[src/hw/rtl/sba_pkg.sv]
`timescale 1ns / 1ps
// ----------------------------------------------------------------------------
// sba_pkg
// Shared types, codes and helpers of the sector bitmap allocator.
// ----------------------------------------------------------------------------
package sba_pkg;

  localparam int ADDR_W     = 28;
  localparam int SECT_CNT_W = 17;
  localparam int WORD_BITS  = 32;
  localparam int POS_W      = 5;

  // Command codes
  localparam logic CMD_ALLOC = 1'b0;
  localparam logic CMD_FREE  = 1'b1;

  // Result status codes
  localparam logic [1:0] STATUS_DONE    = 2'd0;
  localparam logic [1:0] STATUS_FULL    = 2'd1;
  localparam logic [1:0] STATUS_OUTSIDE = 2'd2;

  // Configuration register indexes
  localparam logic REG_PARTITION_BASE    = 1'b0;
  localparam logic REG_PARTITION_SECTORS = 1'b1;

  localparam logic [SECT_CNT_W-1:0] SECTORS_RESET = 17'h10000;

  typedef enum logic [3:0] {
    ST_CLEAR,
    ST_IDLE,
    ST_SEARCH,
    ST_SUM_CHK,
    ST_WORD_CHK,
    ST_FREE_CHK,
    ST_FREE_WR,
    ST_DONE
  } sba_state_t;

  typedef struct packed {
    logic map_rd;
    logic map_wr;
    logic sum_rd;
    logic sum_wr;
  } sba_mem_ctrl_t;

  typedef struct packed {
    logic start;
    logic advance;
    logic set_full;
    logic clr_full;
  } sba_flag_ctrl_t;

  typedef struct packed {
    logic hit;
    logic last;
  } sba_flag_stat_t;

  typedef struct packed {
    logic             found;
    logic [POS_W-1:0] pos;
  } sba_fz_t;

  // Lowest clear bit of a 32-bit word.
  function automatic sba_fz_t first_zero(input logic [WORD_BITS-1:0] w);
    sba_fz_t r;
    r.found = 1'b0;
    r.pos   = '0;
    for (int i = WORD_BITS - 1; i >= 0; i--) begin
      if (!w[i]) begin
        r.found = 1'b1;
        r.pos   = POS_W'(i);
      end
    end
    return r;
  endfunction

endpackage

[src/hw/rtl/sba_group_flags.sv]
`timescale 1ns / 1ps
// ----------------------------------------------------------------------------
// sba_group_flags
// One full flag per group of 32 bitmap words, and a chunked search for the
// lowest group that still has a free word (32 flags examined per cycle).
// ----------------------------------------------------------------------------
module sba_group_flags #(
  parameter int MAX_SECTORS = 65536
) (
  input  logic                   clk,
  input  logic                   rst,
  input  sba_pkg::sba_flag_ctrl_t ctrl,
  input  logic [((((MAX_SECTORS + 1023) / 1024) > 1) ?
                 $clog2((MAX_SECTORS + 1023) / 1024) : 1) - 1:0] grp,
  output sba_pkg::sba_flag_stat_t stat,
  output logic [((((MAX_SECTORS + 1023) / 1024) > 1) ?
                 $clog2((MAX_SECTORS + 1023) / 1024) : 1) - 1:0] hit_grp
);

  localparam int WORDS      = (MAX_SECTORS + 31) / 32;
  localparam int SWORDS     = (WORDS + 31) / 32;
  localparam int SW_W       = (SWORDS > 1) ? $clog2(SWORDS) : 1;
  localparam int TOP_CHUNKS = (SWORDS + 31) / 32;
  localparam int TOP_BITS   = TOP_CHUNKS * 32;
  localparam int TB_W       = $clog2(TOP_BITS);
  localparam int TC_W       = (TOP_CHUNKS > 1) ? $clog2(TOP_CHUNKS) : 1;

  logic [TOP_BITS-1:0]           flags;
  logic [TC_W-1:0]               chunk;
  logic [sba_pkg::WORD_BITS-1:0] chunk_bits;
  sba_pkg::sba_fz_t              fz;

  // Padding flags past the last group reset to full and never change.
  always_ff @(posedge clk) begin
    if (rst) begin
      for (int i = 0; i < TOP_BITS; i++) begin
        flags[i] <= (i >= SWORDS);
      end
    end else if (ctrl.set_full) begin
      flags[TB_W'(grp)] <= 1'b1;
    end else if (ctrl.clr_full) begin
      flags[TB_W'(grp)] <= 1'b0;
    end
  end

  always_ff @(posedge clk) begin
    if (rst) begin
      chunk <= '0;
    end else if (ctrl.start) begin
      chunk <= '0;
    end else if (ctrl.advance) begin
      chunk <= chunk + TC_W'(1);
    end
  end

  always_comb begin
    chunk_bits = flags[{chunk, 5'b0} +: sba_pkg::WORD_BITS];
    fz         = sba_pkg::first_zero(chunk_bits);
    stat.hit   = fz.found;
    stat.last  = (chunk == TC_W'(TOP_CHUNKS - 1));
    hit_grp    = SW_W'({chunk, fz.pos});
  end

endmodule

[config.mk]
export PLATFORM = sky130hd
export DESIGN_NAME = sba_group_flags
export DESIGN_NICKNAME = d
export VERILOG_FILES = /design/src/hw/rtl/sba_pkg.sv /design/src/hw/rtl/sba_group_flags.sv
export SDC_FILE = /design/constraint.sdc
export NUM_CORES = 1
export LEC_CHECK = 0
export BUFFER_PORTS_ARGS = -buffer_cell sky130_fd_sc_hd__buf_2
export CORE_MARGIN = 2
export CORE_UTILIZATION = 41
export CTS_CLUSTER_DIAMETER = 80
export DETAILED_ROUTE_END_ITERATION = 10
export SLEW_MARGIN = 20
export SYNTH_ARGS = -nofsm -noshare
export SYNTH_HDL_FRONTEND = slang
export SYNTH_SLANG_ARGS = --single-unit
[constraint.sdc]
create_clock -name clk -period 4.8 [get_ports clk]
set_input_delay 0.48 -clock clk [delete_from_list [all_inputs] [get_ports clk]]
set_output_delay 0.48 -clock clk [all_outputs]
set_load 0.01 [all_outputs]
== After elaboration in Yosys (flattened, before gate mapping) ==
Cells that the tools add are included.
W data, S select, Z words.

* Bits in latches: 0
* Output and inout bits: 8
* Memories: 0
* Flip-flop bits (word level): 65
* Memory bits (writable): 0
* Bits of input ports: 12
* Memory bits (read-only): 0
* Word-level logic and storage cells: 48

* $add $sub $neg: 1
* Reduce and logical (&&, ||, !) cells: 3
* Bitwise logic cells: 3
* Div/mod/pow operators: 0
* Shifts and indexed selects: 1
* Muxes and demuxes: 36
* $lt $le $gt $ge: 2
* Eq/ne operators: 0
* Multipliers: 0

{| class="wikitable"
|+ Operators with widths
! cell !! count
|-
| $mux W6 || 32
|-
| $mux W64 || 2
|-
| $and A64 B64 Y64 || 1
|-
| $not A64 Y64 || 1
|-
| $or A64 B64 Y64 || 1
|-
| $shiftx A64 B7 Y32 || 1
|-
| $lt A6 B7 Y1 const B || 1
|-
| $demux W1 S6 || 1
|-
| $ge A6 B1 Y1 const B || 1
|-
| $reduce_bool A2 Y1 || 1
|-
| $reduce_or A2 Y1 || 1
|-
| $add A1 B1 Y1 const B || 1
|-
| $logic_and A1 B1 Y1 || 1
|-
| $mux W1 || 1
|}

== Longest topological paths before layout ==
* Word-level depth: 33
* Depth in mapped cells: 9
* Depth with buffers taken out: 5

== Worst setup path after synthesis ==
Ideal clock, no wire load.

* Path kind: flip-flop to output port
* Start: register chunk
* End: output port hit_grp[0] (netlist bit)
* Arrival time: 1.565 ns
* Required time: 4.320 ns
* Path slack: 2.755 ns
* Cell stages (with the launch flop): 8
* Buffers on the path: 4
* Path through: dfxtp_1 -> buf_6 -> buf_8 -> buf_12 -> buf_6 -> a2111oi_1 -> o221ai_1 -> a21oi_1

{| class="wikitable"
|+ RTL lines
! element !! line !! source
|-
| start, declared || sba_group_flags.sv:29 || <nowiki>logic [TC_W-1:0] chunk;</nowiki>
|-
| start signal, assigned || sba_group_flags.sv:52 || <nowiki>chunk <= chunk + TC_W'(1);</nowiki>
|-
| end, declared || sba_group_flags.sv:17 || <nowiki>$clog2((MAX_SECTORS + 1023) / 1024) : 1) - 1:0] hit_grp</nowiki>
|}

==> results.toml <==
[hold_path]
hold_path.class = "input pin to register"

[route]
route.detailed.drc = 0
postRouteWirelength_um = 9293
vias = 3180
drtPass1Iterations = 5
drtIter0Drc = 132
viasPerCell = 5.473
final_antenna_net_count = 0
wl_per_cell_um = 15.99

[yosys]
netlist_instances = 469
syn_area_um2 = 3627
yosys-top-cells-area = "dfxtp_1, mux2i_1, nor2_1, nand2_1, nand3_1"
ys_async_sr_fraction_pct = 0
synth_top_family_by_area = "simple AND/OR/NAND/NOR gates"
yosys.area_share.simple_pct = 30.22
synth.ff_latch_count = 65
synth_top_cell_area_share_pct = 35.87
synthDistinctLibCells = 51
synth_xor_xnor_area_share_pct = 0.2415
synth-compound-area-share_pct = 11.18
synth.top_cells.by_count = "nor2_1, dfxtp_1, mux2i_1"
yosysMostFrequentCell = "nor2_1"
yosysTopAreaCell = "dfxtp_1"
synth_mux_area_share_pct = 16.56
yosysWarnings = 0
yosysSeqAreaShare_pct = 35.87
synth_edf_count = 0
synth_ff_type = "dfxtp_1"
syn_avg_cell_area_um2 = 7.734
synth_nets = 481
yosys.area_share.adder_pct = 0

[job]
drv_cap = 0

[setup_path]
arrival_ns = 2.83
critPathRequiredTime_ns = 4.32
crit_type = "register to output port"
cp_max_fo = 59
crit_path_start_kind = "register"
end_kind = "output port"

[sta]
fin_setup_tns_ns = 0
worst_pin_slew_ns = 0.9638
hold_viol_final = 0
maxSlewViolCount = 0
rsz0062_at_grt = "no"
period_share_pct = 68.97
max_slew_margin_pct = 35.75
setup_viol = 0
period_needed_ns = 3.310
finalWorstSetupSlack_ns = 1.490
fin_skew_ns = 0
hold_slack_ns = 0.2799
fmax_mhz = 302.1

[grt]
grt_pass1_vias = 2797
grt_overflow = 0
grt_pass1_wl_um = 14900
grt_max_degree = 66
antenna_found_initial = 0
track_usage_pct = 19.69

[clocking]
ctsResizeCount = 0
numCtsBuffers = 9
clockRootBuffer = "clkbuf_8"
cts_sinks = 65
cts.path.max_buffers = 2
htree_levels = 3
clock_latency_ns = 0.34
clk_pin_slew_ns = 0.07
cts_tree = "built"
ctsHoldBuffers = 0
postCtsSetupBuffers = 0

[final_layout]
design_area_um2 = 3889
drive_gt1_share_pct = 9.302
diodes = 0
final_nets = 480
syn_to_final_growth_pct = 7.209
nFillCells = 892

[status]
outcome = "finished clean"

[power]
max-vdd-ir-drop_uv = 185.6
p_leak_nw = 1.329
power_mw = 1.080
p_per_area_nw_per_um2 = 277.6

[die]
die-area_um2 = 9615
io-pin-count = 20
rows = 34
die_h_um = 98.06
coreArea_um2 = 8636
die_x_um = 98.06
initial_core_util_pct = 42.00

[placed_design]
dpl.hpwl_um = 6263
globalplace.congestion = 0.8903
place_area_um2 = 3700
dp_slack_ns = 1.896
portBuffers = 19
-- worst max-delay path: stages, from the launching register on --
cell and delay, ns:
dfxtp_2 0.95, nand3b_1 0.26, nand2_1 0.09, a222oi_1 0.51, o221ai_1 0.29, a21oi_1 0.21, buf_2 0.16
-- cell usage in the layout (no fill, tap or decap), types with 3 or more instances in the layout --
| master | netlist | final |
|---|---|---|
| o221ai_1 | 4 | 4 |
| nand3_1 | 24 | 24 |
| o21ai_0 | 22 | 22 |
| clkbuf_1 | 19 | 3 |
| nand2_1 | 46 | 46 |
| nor2_1 | 115 | 115 |
| and3_1 | 3 | 3 |
| or3b_2 | 3 | 3 |
| inv_1 | 9 | 9 |
| and3b_1 | 7 | 7 |
| o2111ai_1 | 3 | 3 |
| or3_1 | 3 | 3 |
| nand2b_1 | 8 | 8 |
| nand4_1 | 8 | 8 |
| clkbuf_8 | 0 | 10 |
| buf_4 | 2 | 3 |
| nand3b_1 | 8 | 8 |
| buf_2 | 3 | 19 |
| o21ai_1 | 3 | 3 |
| dfxtp_1 | 65 | 64 |
| mux2i_1 | 60 | 60 |
| a21oi_1 | 12 | 12 |
-- cells by family (layout without fill, tap and decap cells) --
kind of cell | Yosys count | in the layout
XOR/XNOR | 1 | 1
multiplexers | 60 | 60
buffers and inverters | 43 | 47
flip-flops | 65 | 65
AND/OR/NAND/NOR | 237 | 237
AO/OA/AOI/OAI | 63 | 63
-- per-layer routing --
| metal | vias up | routed length (um) | GRT usage, % |
|---|---|---|---|
| li1 | 1604 | - | - |
| met1 | 1468 | 4572 | 27.89 |
| met2 | 98 | 4029 | 29.72 |
| met3 | 10 | 573 | 4.939 |
| met4 | 0 | 117 | 5.769 |
| met5 | - | 0 | 0 |
-- through the flow --
step | util (%) | instances
2_1_floorplan | - | 469
3_3_place_gp | 42.84 | 565
3_5_place_dp | 42.84 | 565
4_1_cts | 45.03 | 581
5_1_grt | 45.03 | 581
6_report | 45.03 | 581
-- cell type report --
cell class                 count  area, um2  area share (%)
clock buffer                  13      148.9           3.829
clock inverter                 3      40.04           1.030
inverter                       9      33.78          0.8687
multi-input combinational    361       2111           54.28
sequential                    65       1303           33.49
tap                          108      135.1           3.475
timing repair buffer          22      117.6           3.024
-- worst paths after layout --
check	from	endpoint	slack, ns	cells after the start
max	chunk$_SDFFE_PP0P_	hit_grp[0]	1.49	6
min	ctrl[3]	chunk$_SDFFE_PP0P_	0.28	2
max reg2reg	chunk$_SDFFE_PP0P_	chunk$_SDFFE_PP0P_	3.46	2
min reg2reg	register	register	0.49	2
-- power by group --
group | switching, mW | internal, mW
Combinational | 0.0486 | 0.0196
Clock | 0.206 | 0.253
Sequential | 0.00953 | 0.543
Total | 0.264 | 0.816
No activity file was read; power rests on OpenSTA's default activity.
